===== config.mk =====
export PLATFORM = sky130hd
export DESIGN_NAME = fifo_queue_with_delete_flat
export DESIGN_NICKNAME = d
export VERILOG_FILES = /design/src/rtl/fqd_pkg.sv /design/src/rtl/fqd_if.sv /design/src/rtl/fqd_ram.sv /design/src/rtl/fifo_queue_with_delete.sv /design/src/flat_wrapper.sv
export SDC_FILE = /design/constraint.sdc
export NUM_CORES = 1
export LEC_CHECK = 0
export BUFFER_PORTS_ARGS = -buffer_cell sky130_fd_sc_hd__buf_2
export CORE_MARGIN = 2
export CORE_UTILIZATION = 40
export DETAILED_ROUTE_END_ITERATION = 7
export PLACE_DENSITY_LB_ADDON = 0.2
export SETUP_SLACK_MARGIN = 0.02
export SLEW_MARGIN = 15
export SYNTH_ARGS = -nofsm -noshare
export SYNTH_HDL_FRONTEND = slang
export SYNTH_HIERARCHICAL = 1
export SYNTH_SLANG_ARGS = --single-unit

===== constraint.sdc =====
create_clock -name clk -period 12.9 [get_ports clk]
set_input_delay 3.87 -clock clk [delete_from_list [all_inputs] [get_ports clk]]
set_output_delay 3.87 -clock clk [all_outputs]
set_load 0.1 [all_outputs]

===== src/rtl/fqd_pkg.sv =====
`default_nettype none

package fqd_pkg;

	// Fixed field widths of the request and result channels
	localparam int REQ_W    = 2;
	localparam int HANDLE_W = 32;
	localparam int STATUS_W = 2;
	localparam int LEN_W    = 5;

	// Default configuration of the queue
	localparam int DEPTH_DEF       = 16;
	localparam int HANDLE_BITS_DEF = 32;

	typedef logic [REQ_W-1:0]    req_code_t;
	typedef logic [HANDLE_W-1:0] handle_t;
	typedef logic [STATUS_W-1:0] status_t;
	typedef logic [LEN_W-1:0]    len_t;

	// Request codes
	localparam req_code_t REQ_ENQ = 2'd0;
	localparam req_code_t REQ_DEQ = 2'd1;
	localparam req_code_t REQ_DEL = 2'd2;

	// Result status codes
	localparam status_t ST_OK        = 2'd0;
	localparam status_t ST_ZERO      = 2'd1;
	localparam status_t ST_FULLEMPTY = 2'd2;
	localparam status_t ST_NOTFOUND  = 2'd3;

endpackage

`default_nettype wire


===== src/rtl/fqd_if.sv =====
`default_nettype none

// Request channel
interface fqd_req_if;
	import fqd_pkg::*;

	logic      valid;
	logic      ready;
	req_code_t req_type;
	handle_t   handle_in;

	modport source (output valid, output req_type, output handle_in, input ready);
	modport sink   (input valid, input req_type, input handle_in, output ready);
endinterface

// Result channel
interface fqd_rsp_if;
	import fqd_pkg::*;

	logic    valid;
	logic    ready;
	status_t status;
	handle_t handle_out;
	len_t    length;

	modport source (output valid, output status, output handle_out, output length,
		input ready);
	modport sink   (input valid, input status, input handle_out, input length,
		output ready);
endinterface

`default_nettype wire


===== src/rtl/fqd_ram.sv =====
`default_nettype none

// Simple dual-port RAM, one write and one registered read per cycle
module fqd_ram #(
	parameter int WIDTH = 32,
	parameter int DEPTH = 16,
	localparam int AW   = $clog2(DEPTH)
) (
	input  wire logic             clk,
	input  wire logic             we,
	input  wire logic [AW-1:0]    waddr,
	input  wire logic [WIDTH-1:0] wdata,
	input  wire logic [AW-1:0]    raddr,
	output logic      [WIDTH-1:0] rdata
);

	logic [WIDTH-1:0] mem [DEPTH];

	always_ff @(posedge clk) begin
		if (we) begin
			mem[waddr] <= wdata;
		end
		rdata <= mem[raddr];
	end

endmodule

`default_nettype wire


===== src/rtl/fifo_queue_with_delete.sv =====
// Enqueue and invalid or unused requests: result in the cycle after the transfer.
// Dequeue: result follows one registered read of the store, in state S_DEQ.
// Delete: scans the store one entry per cycle, then closes the gap one entry per
// cycle, then registers the result.
// One request at a time; the next is taken once the result register is free.
// Reset (arst_n low, asynchronous) empties the queue; the store itself is not cleared.
`default_nettype none

module fifo_queue_with_delete #(
	parameter int DEPTH       = fqd_pkg::DEPTH_DEF,
	parameter int HANDLE_BITS = fqd_pkg::HANDLE_BITS_DEF
) (
	input  wire logic  clk,
	input  wire logic  arst_n,
	fqd_req_if.sink    req,
	fqd_rsp_if.source  rsp
);
	import fqd_pkg::*;

	localparam int AW = $clog2(DEPTH);
	localparam int CW = $clog2(DEPTH + 1);
	localparam int OW = $clog2(DEPTH + 2);
	localparam int SW = (HANDLE_BITS < HANDLE_W) ? HANDLE_BITS : HANDLE_W;

	localparam logic [1:0] S_IDLE  = 2'd0;
	localparam logic [1:0] S_DEQ   = 2'd1;
	localparam logic [1:0] S_SCAN  = 2'd2;
	localparam logic [1:0] S_SHIFT = 2'd3;

	// Physical slot of a queue offset, off never above DEPTH
	function automatic logic [AW-1:0] slot_of(logic [AW-1:0] base, logic [OW-1:0] off);
		logic [OW:0] sum;
		sum = (OW+1)'(base) + (OW+1)'(off);
		if (sum >= (OW+1)'(DEPTH)) begin
			sum = sum - (OW+1)'(DEPTH);
		end
		return sum[AW-1:0];
	endfunction

	logic [1:0]    state_q, state_d;
	logic [AW-1:0] head_q, head_d;
	logic [CW-1:0] count_q, count_d;
	logic [OW-1:0] off_q, off_d;
	logic [SW-1:0] key_q, key_d;

	logic          out_valid_q, out_valid_d;
	status_t       status_q, status_d;
	handle_t       hout_q, hout_d;
	len_t          len_q;

	logic          res_fire;
	logic          req_xfer;
	logic [SW-1:0] h_in;
	logic [OW-1:0] cnt_off;
	logic [OW-1:0] off_p1;
	logic [OW-1:0] off_p2;

	logic          ram_we;
	logic [AW-1:0] ram_waddr;
	logic [SW-1:0] ram_wdata;
	logic [AW-1:0] ram_raddr;
	logic [SW-1:0] ram_rdata;

	fqd_ram #(
		.WIDTH (SW),
		.DEPTH (DEPTH)
	) u_store (
		.clk   (clk),
		.we    (ram_we),
		.waddr (ram_waddr),
		.wdata (ram_wdata),
		.raddr (ram_raddr),
		.rdata (ram_rdata)
	);

	assign h_in     = SW'(req.handle_in);
	assign req.ready = (state_q == S_IDLE) && (!out_valid_q || rsp.ready);
	assign req_xfer = req.valid && req.ready;
	assign cnt_off  = OW'(count_q);
	assign off_p1   = off_q + OW'(1);
	assign off_p2   = off_q + OW'(2);

	// Request sequencing and store access
	always_comb begin
		state_d     = state_q;
		head_d      = head_q;
		count_d     = count_q;
		off_d       = off_q;
		key_d       = key_q;
		out_valid_d = out_valid_q && !rsp.ready;
		status_d    = status_q;
		hout_d      = hout_q;
		res_fire    = 1'b0;
		ram_we      = 1'b0;
		ram_waddr   = slot_of(head_q, cnt_off);
		ram_wdata   = h_in;
		ram_raddr   = head_q;

		unique case (state_q)
			S_IDLE: begin
				if (req_xfer) begin
					hout_d = '0;
					if (req.req_type == REQ_ENQ) begin
						res_fire = 1'b1;
						if (h_in == '0) begin
							status_d = ST_ZERO;
						end else if (count_q == CW'(DEPTH)) begin
							status_d = ST_FULLEMPTY;
						end else begin
							status_d = ST_OK;
							ram_we   = 1'b1;
							count_d  = count_q + CW'(1);
						end
					end else if (req.req_type == REQ_DEQ) begin
						if (count_q == '0) begin
							res_fire = 1'b1;
							status_d = ST_FULLEMPTY;
						end else begin
							state_d = S_DEQ;
						end
					end else if (req.req_type == REQ_DEL) begin
						if (h_in == '0) begin
							res_fire = 1'b1;
							status_d = ST_ZERO;
						end else if (count_q == '0) begin
							res_fire = 1'b1;
							status_d = ST_FULLEMPTY;
						end else begin
							key_d   = h_in;
							off_d   = '0;
							state_d = S_SCAN;
						end
					end else begin
						// unused code: no change
						res_fire = 1'b1;
						status_d = ST_OK;
					end
				end
			end
			S_DEQ: begin
				res_fire = 1'b1;
				status_d = ST_OK;
				hout_d   = HANDLE_W'(ram_rdata);
				head_d   = slot_of(head_q, OW'(1));
				count_d  = count_q - CW'(1);
				state_d  = S_IDLE;
			end
			S_SCAN: begin
				// read data holds the entry at offset off_q; fetch the next one
				ram_raddr = slot_of(head_q, off_p1);
				if (ram_rdata == key_q) begin
					if (off_p1 < cnt_off) begin
						state_d = S_SHIFT;
					end else begin
						res_fire = 1'b1;
						status_d = ST_OK;
						count_d  = count_q - CW'(1);
						state_d  = S_IDLE;
					end
				end else if (off_p1 < cnt_off) begin
					off_d = off_p1;
				end else begin
					res_fire = 1'b1;
					status_d = ST_NOTFOUND;
					state_d  = S_IDLE;
				end
			end
			S_SHIFT: begin
				// read data holds offset off_q+1; move it down one place
				ram_we    = 1'b1;
				ram_waddr = slot_of(head_q, off_q);
				ram_wdata = ram_rdata;
				if (off_p2 < cnt_off) begin
					ram_raddr = slot_of(head_q, off_p2);
					off_d     = off_p1;
				end else begin
					res_fire = 1'b1;
					status_d = ST_OK;
					count_d  = count_q - CW'(1);
					state_d  = S_IDLE;
				end
			end
		endcase

		if (res_fire) begin
			out_valid_d = 1'b1;
		end
	end

	// Control state
	always_ff @(posedge clk or negedge arst_n) begin
		if (!arst_n) begin
			state_q     <= S_IDLE;
			head_q      <= '0;
			count_q     <= '0;
			out_valid_q <= 1'b0;
		end else begin
			state_q     <= state_d;
			head_q      <= head_d;
			count_q     <= count_d;
			out_valid_q <= out_valid_d;
		end
	end

	// Work registers and result payload
	always_ff @(posedge clk) begin
		off_q    <= off_d;
		key_q    <= key_d;
		status_q <= status_d;
		hout_q   <= hout_d;
		if (res_fire) begin
			len_q <= LEN_W'(count_d);
		end
	end

	assign rsp.valid      = out_valid_q;
	assign rsp.status     = status_q;
	assign rsp.handle_out = hout_q;
	assign rsp.length     = len_q;

endmodule

`default_nettype wire


===== src/flat_wrapper.sv =====
// flat-port wrapper written by rule: the top's interface ports become plain ports
module fifo_queue_with_delete_flat import fqd_pkg::*;
#(
	parameter int DEPTH       = fqd_pkg::DEPTH_DEF,
	parameter int HANDLE_BITS = fqd_pkg::HANDLE_BITS_DEF
)
  (clk, arst_n, req_valid, req_req_type, req_handle_in, req_ready, rsp_valid, rsp_status, rsp_handle_out, rsp_length, rsp_ready);
  fqd_req_if req_i ();
  fqd_rsp_if rsp_i ();
  input  wire logic clk;
  input  wire logic arst_n;
  input wire logic [$bits(req_i.valid)-1:0] req_valid;
  input wire logic [$bits(req_i.req_type)-1:0] req_req_type;
  input wire logic [$bits(req_i.handle_in)-1:0] req_handle_in;
  output wire logic [$bits(req_i.ready)-1:0] req_ready;
  output wire logic [$bits(rsp_i.valid)-1:0] rsp_valid;
  output wire logic [$bits(rsp_i.status)-1:0] rsp_status;
  output wire logic [$bits(rsp_i.handle_out)-1:0] rsp_handle_out;
  output wire logic [$bits(rsp_i.length)-1:0] rsp_length;
  input wire logic [$bits(rsp_i.ready)-1:0] rsp_ready;
  assign req_i.valid = req_valid;
  assign req_i.req_type = req_req_type;
  assign req_i.handle_in = req_handle_in;
  assign req_ready = req_i.ready;
  assign rsp_valid = rsp_i.valid;
  assign rsp_status = rsp_i.status;
  assign rsp_handle_out = rsp_i.handle_out;
  assign rsp_length = rsp_i.length;
  assign rsp_i.ready = rsp_ready;
  fifo_queue_with_delete #(.DEPTH(DEPTH), .HANDLE_BITS(HANDLE_BITS)) u_core (.clk(clk), .arst_n(arst_n), .req(req_i), .rsp(rsp_i));
endmodule

# ---- After elaboration in Yosys (flattened, before gate mapping)
# Memory sizes are Yosys's and may differ from the RTL's. A register that Yosys moved wholly into a read port is not among the register bits.
# Index checks and enable logic that the tools add are counted.
dict set report word_totals {
  mem_count 1
  out_inout_bits 41
  inputBits 38
  word_cells 144
  mem_bits_rw 512
  regBits 88
}
# memory words word_bits rd rd_ports_with_merged_regs wr line_no
set memory_table {}
lappend memory_table {u_core.u_store.mem 16 32 1 1 1 fqd_ram.sv:17} ;# logic [WIDTH-1:0] mem [DEPTH];
dict set report classes {
  reduce_logical 17
  order_cmp 7
  muxes 69
  eq_ne 23
  n_addsub 14
  n_bitwise 4
}
# op n
set op_table {}
lappend op_table {{$mux 5} 16}
lappend op_table {{$mux 32} 2}
lappend op_table {{$pmux 32 s2} 1}
lappend op_table {{$mux 2} 21}
lappend op_table {{$eq 32x32->1} 1}
lappend op_table {{$logic_not 32->1} 1}
lappend op_table {{$mux 4} 7}
lappend op_table {{$add 4x5->6} 4}
lappend op_table {{$ge 6x5->1 const B} 4}
lappend op_table {{$pmux 5 s4} 1}
lappend op_table {{$sub 4x1->4 const B} 5}
lappend op_table {{$ne 2x2->1 const B} 8}
lappend op_table {{$pmux 2 s4} 2}
lappend op_table {{$mux 1} 15}
lappend op_table {{$pmux 5 s3} 1}
lappend op_table {{$ne 3x3->1 const B} 4}
lappend op_table {{$add 5x1->5 const B} 2}
lappend op_table {{$lt 5x5->1} 2}
lappend op_table {{$reduce_and 10->1} 1}
lappend op_table {{$pmux 4 s2} 1}
lappend op_table {{$reduce_and 8->1} 1}
lappend op_table {{$reduce_and 7->1} 1}
lappend op_table {{$eq 2x2->1 const B} 3}
lappend op_table {{$ne 2x1->1 const B} 3}
lappend op_table {{other kinds (19)} 27}

# ---- Logic depth before layout (Yosys ltp)
# Gate-level depths: netlist of the first run.
dict set report depth {
  word_depth 9
  ltp_mapped 14
  depth_no_buf 12
}

# ---- Modules after synthesis
# Netlist of the first run, hierarchy kept.
# module cells_each seq_area_each_um2 area_per_inst_um2 instances
set by_module_without_submodules {}
lappend by_module_without_submodules {fqd_ram 838 16015.4 19835.3 1}
lappend by_module_without_submodules {fifo_queue_with_delete 439 2582.5 5157.4 1}

# ---- Worst setup path after synthesis of the first run
# Ideal clock, no wire load.
dict set report synth_timing {
  path_type {input -> output}
  from {input port rsp_ready}
  to {output port req_ready}
  cell_stages 2
  slack_ps 3644
  arrival_time_ps 5386
  path_buffers 0
  required_time_ps 9030
  path_cell_list {inv_1 -> a21oi_1}
}
dict set report synth_via {
  elab_chain_cells 2
}
# element line_no
set synth_lines {}
lappend synth_lines {{start: declaration} flat_wrapper.sv:20} ;# input wire logic [$bits(rsp_i.ready)-1:0] rsp_ready;
lappend synth_lines {{$logic_or 1x1->1} fifo_queue_with_delete.sv:77} ;# assign req.ready = (state_q == S_IDLE) && (!out_valid_q || rsp.ready);
lappend synth_lines {{$logic_and 1x1->1} fifo_queue_with_delete.sv:77}
lappend synth_lines {{end: declaration} flat_wrapper.sv:15} ;# output wire logic [$bits(req_i.ready)-1:0] req_ready;
# No other way between the ends.

# ---- Worst setup path after layout of the first run
# Ends and elaborated chain as after synthesis.

==> metrics, run 1 <==
drt drc 0; CP Data Required Time 9.03 ns; EDFF count, synth 588; cts bufs inserted 67; Mapped Nets 1344; core footprint 61700 um^2; clk root buf clkbuf_16; Worst-Margin Slew 1.16 ns; Ports 79; Period minus WS final 8.44 ns; Nets 1462; full die area 64500 um^2; largest net degree at the start of global routing 103; Clk Latency, worst-skew pair 0.61 ns; GRT Total Usage 19.2%; GPL Wtd Cong 0.786; crit-path max FO 2; launching point of the worst reg2reg path u_core/state_q[0]; main flop type after synthesis edfxtp_1; highest clock rate 0.118 GHz; Max-cap violations 0; Avg Inst Size Synth 19.6 um^2; cts hold-fix bufs 0; family with the most delay on the worst path buffers and inverters; drt wl/cell 26.5 um; Ys Warns 6; Top cell by count, worst path buf_2; skew final 0.0310 ns; critical path class in2out; area fraction of the dominant cell type after synthesis 70.6%; CTS tree yes; first-pass GRT wire length 88200 um; start point of the critical path rsp_ready; Final ANT Viol Nets 0; clock buffer depth 3; synth cell count leaders edfxtp_1, mux4_2, a22oi_1; post-CTS setup buffers 0; layout cells sized above 1 27.0%; die width 254 um; Mapped Cells 1277; global route overflow 0; number of cell rows 91; setup TNS 0 ns; Initial Util 40.5%; routed wire length 60500 um; CP Launch Type input pin; initial DRC count 915; hold wc startpoint u_core/head_q[3]; H-Tree Depth 3; worst path arrival time 4.57 ns; Vias/cell 5.48; unrepaired setup endpoints after global routing no; Slew Viols, Final 0; CP Cell Sequence buf_2, inv_1, a21oi_1, buf_2; Yosys top cell by area edfxtp_1; Async S/R FF share, synth 1.90%; Cell Area, Synth 25000 um^2; Hold Fails Final Rpt 0; area growth from synthesis to layout 15.1%; post-DP HPWL 34400 um; clock sink count 632; status complete, no violations; Worst slew margin 22.0%; worst min path class reg2reg; Die H 254 um; Crit path buffers/inverters 3; slowest stage delay, CP 0.45 ns; Crit-path slowest cell buf_2; Synth cell types 59; sequential element share of the synthesized area 74.4%; largest cells by area after synthesis edfxtp_1, mux4_2, dfxtp_1; DRT Pass-1 Iters 5; via count 12500; I/O Buffers 78; Final WS setup 4.46 ns; vias in the first global route 13000; fin crit share 65.4%; antenna violations before repair 4; CP Capture Type primary output; count leader, synth edfxtp_1; worst slack at placement 4.47 ns; #FFs+latches synth 632; Post-CTS Resized 0; Final setup viols 0; antenna fix cells 0; clock slew seen by the registers of the worst setup and hold paths 0.06 ns
-- final cells by class --
type | count | area (um^2)
timing repair buffer | 105 | 606
sequential | 632 | 18600
inverter | 20 | 75.1
clock inverter | 29 | 359
fill | 5277 | 33000
tap | 837 | 1050
clock buffer | 91 | 1840
multi-input combinational | 569 | 6240
-- worst reg2reg max path, delay by kind of cell, from the launching register on --
family / cells / cell delay [ns]
adder cells (fa/ha/maj): 2 / 1.09
buffers and inverters: 2 / 1.19
AO/OA/AOI/OAI: 3 / 0.67
AND/OR/NAND/NOR: 2 / 1.33
XOR/XNOR: 1 / 0.21
flip-flops: 1 / 0.41
-- sequential cells by signal, indices dropped and copies added (netlist names) --
name	cells
u_core/u_store/mem	512
u_core/off_q	5
u_core/rsp.valid	1
u_core/u_store/rdata	32
u_core/rsp.length	5
u_core/rsp.handle_out	32
u_core/head_q	4
u_core/cnt_off	5
u_core/key_q	32
u_core/state_q	2
u_core/rsp.status	2
-- per-stage QoR --
stage | hold WS (ns) | utilization, % | instance area (um^2) | cells
after floorplan | 0.485 | - | 25000 | 1277
after global placement | 0.504 | 43.0 | 26600 | 2163
after detailed placement | 0.516 | 43.0 | 26600 | 2163
after CTS | 0.528 | 46.6 | 28800 | 2283
after global routing | 0.568 | 46.6 | 28800 | 2283
final | 0.524 | 46.6 | 28800 | 2283
-- layout by cell type, fill, tap and decap left out, types with 18 or more instances in the layout --
cell type / n
a22oi_1: 65
and2_1: 33
buf_2: 78
buf_4: 26
clkbuf_1: 18
clkbuf_16: 68
dfxtp_1: 32
edfxtp_1: 588
ha_1: 24
inv_1: 18
mux2_2: 33
mux4_2: 128
nand2_1: 57
nor2_1: 20
xnor2_1: 44
-- cells by family after synthesis --
logic type | Yosys count | synth area share [%]
flip-flops | 632 | 74.4
AND/OR/NAND/NOR | 190 | 3.81
multiplexers | 163 | 13.1
AO/OA/AOI/OAI | 135 | 4.00
buffers and inverters | 76 | 1.32
XOR/XNOR | 52 | 1.82
adder cells (fa/ha/maj) | 29 | 1.54
-- metal layers --
layer  routed length [um]  part of all wire [%]  global-route usage, %  up-vias
met1                26900                    44                   26.9     6636
met4                 1220                   2.0                   5.04        4
met2                28900                    48                   30.9      367
met5                   23                 0.038                      0        -
met3                 3490                   5.8                   3.80       84
li1                     -                     -                      -     5422
-- final timing paths --
kind | endpoint | slack, ns | depth (start not counted)
worst max-delay path | req_ready | 4.46 | 4
min in group asynchronous | u_core/head_q[3] | 3.17 | 1
worst max register to register | u_core/u_store/mem[12][16] | 7.61 | 10
worst min register to register | u_core/head_q[3] | 0.52 | 1
worst min-delay path | u_core/head_q[3] | 0.52 | 1
max in group asynchronous | u_core/head_q[1] | 9.47 | 1
Power of run 1 is not shown: default switching activity piles up to over one toggle a cycle in this logic, so the estimate is an artifact.
==> run 2: changes to the inputs <==
==> constraint.sdc (replaced) <==
create_clock -name clk -period 7.1 [get_ports clk]
set_input_delay 2.13 -clock clk [delete_from_list [all_inputs] [get_ports clk]]
set_output_delay 2.13 -clock clk [all_outputs]
set_load 0.1 [all_outputs]
==> metrics, run 2 (synthesis gave the netlist of run 1 again) <==
Final ANT Viol Nets 0 (unchanged); drt drc 0 (unchanged); drt wl/cell 27.0 um (+1.9%); Ports 79 (unchanged); highest clock rate 0.190 GHz; Die H 254 um (unchanged); post-route insts no fill 2291 (+0.35%); worst min path class reg2reg; first-pass GRT wire length 90600 um (+2.7%); vias in the first global route 13000 (+0.27%); Largest Register u_core/u_store/mem; Post-CTS Resized 0 (unchanged); antenna fix cells 0 (unchanged); Hold Fails Final Rpt 0 (unchanged); hold path cells 1 (unchanged); worst slack at placement 1.22 ns (-3.25 ns); Period minus WS final 5.26 ns; CP Data Required Time 7.38 ns (-1.65 ns); worst r2r path cells 12 (+2); launching point of the worst reg2reg path u_core/off_q[1]; post-DP HPWL 39500 um (+15%); cell total after placement 2165 (+0.092%); clk root buf clkbuf_16; clock slew seen by the registers of the worst setup and hold paths 0.06 ns (about the same); GRT Total Usage 19.7% (+0.54 points); DRT Pass-1 Iters 5 (unchanged); clock sink count 632 (unchanged); global route overflow 0 (unchanged); number of fill cells 5228 (-0.93%); Slew Viols, Final 0 (unchanged); hold endpoint u_core/head_q[3]; fin crit share 74.1%; antenna violations before repair 4 (unchanged); core footprint 61700 um^2 (unchanged); post-CTS setup buffers 0 (unchanged); clock buffer depth 3 (unchanged); full die area 64500 um^2 (unchanged); routed wire length 61900 um (+2.3%); CP Capture Type register; crit-path max FO 26 (+24); Storage cell area 18600 um^2 (unchanged); Final WS setup 1.84 ns (-2.62 ns); area post-placement 26600 um^2 (+0.23%); CP Launch Type input pin; post-route cell area 28900 um^2 (+0.37%); CTS tree yes; multi-input logic area 6230 um^2 (-0.10%); status complete, no violations; most common cell after layout, fill and taps aside edfxtp_1; critical path class in2reg; worst path arrival time 5.54 ns (+0.97 ns); initial DRC count 1259 (+38%); cts hold-fix bufs 0 (unchanged); via count 12500 (-0.21%); I/O Buffers 78 (unchanged); area growth from synthesis to layout 15.5%; RR Endpoint u_core/u_store/rdata[3]; die width 254 um (unchanged); Worst-Margin Slew 1.19 ns (+0.0241 ns); largest net degree at the start of global routing 82 (-20%); Vias/cell 5.45 (-0.56%); R2R Setup Slk 2.27 ns (-5.34 ns); most frequent cells in the layout edfxtp_1, mux4_2, buf_2, clkbuf_16, a22oi_1; skew final 0.0219 ns (-0.00910 ns); hold wc startpoint u_core/head_q[3]; setup TNS 0 ns (unchanged); Initial Util 40.5% (unchanged); Clk Latency, worst-skew pair 0.60 ns (about the same); unrepaired setup endpoints after global routing no; Max-cap violations 0 (unchanged); Nets 1467 (+0.34%); number of cell rows 91 (unchanged); Final setup viols 0 (unchanged); max FFs per register 512 (unchanged); layout cells sized above 1 27.6% (+0.61 points); H-Tree Depth 3 (unchanged); Worst slew margin 20.8% (-1.2 points); start point of the critical path req_handle_in[13]; GPL Wtd Cong 0.825 (+5.0%); cts bufs inserted 69 (+3.0%)
run 2: worst max-delay path by stage:
stage                                            end  slack [ns]  cells after the start
after CTS                 u_core/u_store/mem[12][17]        1.85                     10
after global placement     u_core/u_store/mem[12][2]        1.24                     10
final                      u_core/u_store/mem[12][2]        1.84                     10
after floorplan             u_core/u_store/mem[0][0]        0.90                      8
after detailed placement  u_core/u_store/mem[12][28]        1.22                     10
after global routing      u_core/u_store/mem[12][17]        1.66                     10
run 2: layer usage:
metal  global-route usage (%)  wire length [um]
met1                     26.9             26400
met2                     32.9             30800
met3                     3.60              3360
met4                     4.92              1210
met5                        0                30
run 2: final cells by class:
| cell class | count | share of cell area (%) |
|---|---|---|
| Clock buffer | 104 | 7.00 |
| Sequential cell | 632 | 64.4 |
| Tap cell | 837 | 3.63 |
| Timing Repair Buffer | 108 | 2.40 |
| Multi-Input combinational cell | 569 | 21.6 |
| Inverter | 20 | 0.260 |
| Clock inverter | 21 | 0.694 |
run 2: worst max-delay path: stages:
cell and delay (ns):
buf_2 0.11, nor4_1 0.84, nand4_1 0.56, o211ai_1 0.63, a21oi_1 0.15, nor2_1 0.12, nor2_1 0.12, nand3_1 0.31
nor3_2 0.20, buf_4 0.34
run 2: through the flow:
step	hold WS [ns]	util (%)
after floorplan	0.485	-
after global placement	0.509	43.1
after detailed placement	0.517	43.1
after CTS	0.528	46.7
after global routing	0.560	46.8
final	0.526	46.8
Power of run 2 is left out for the same reason.
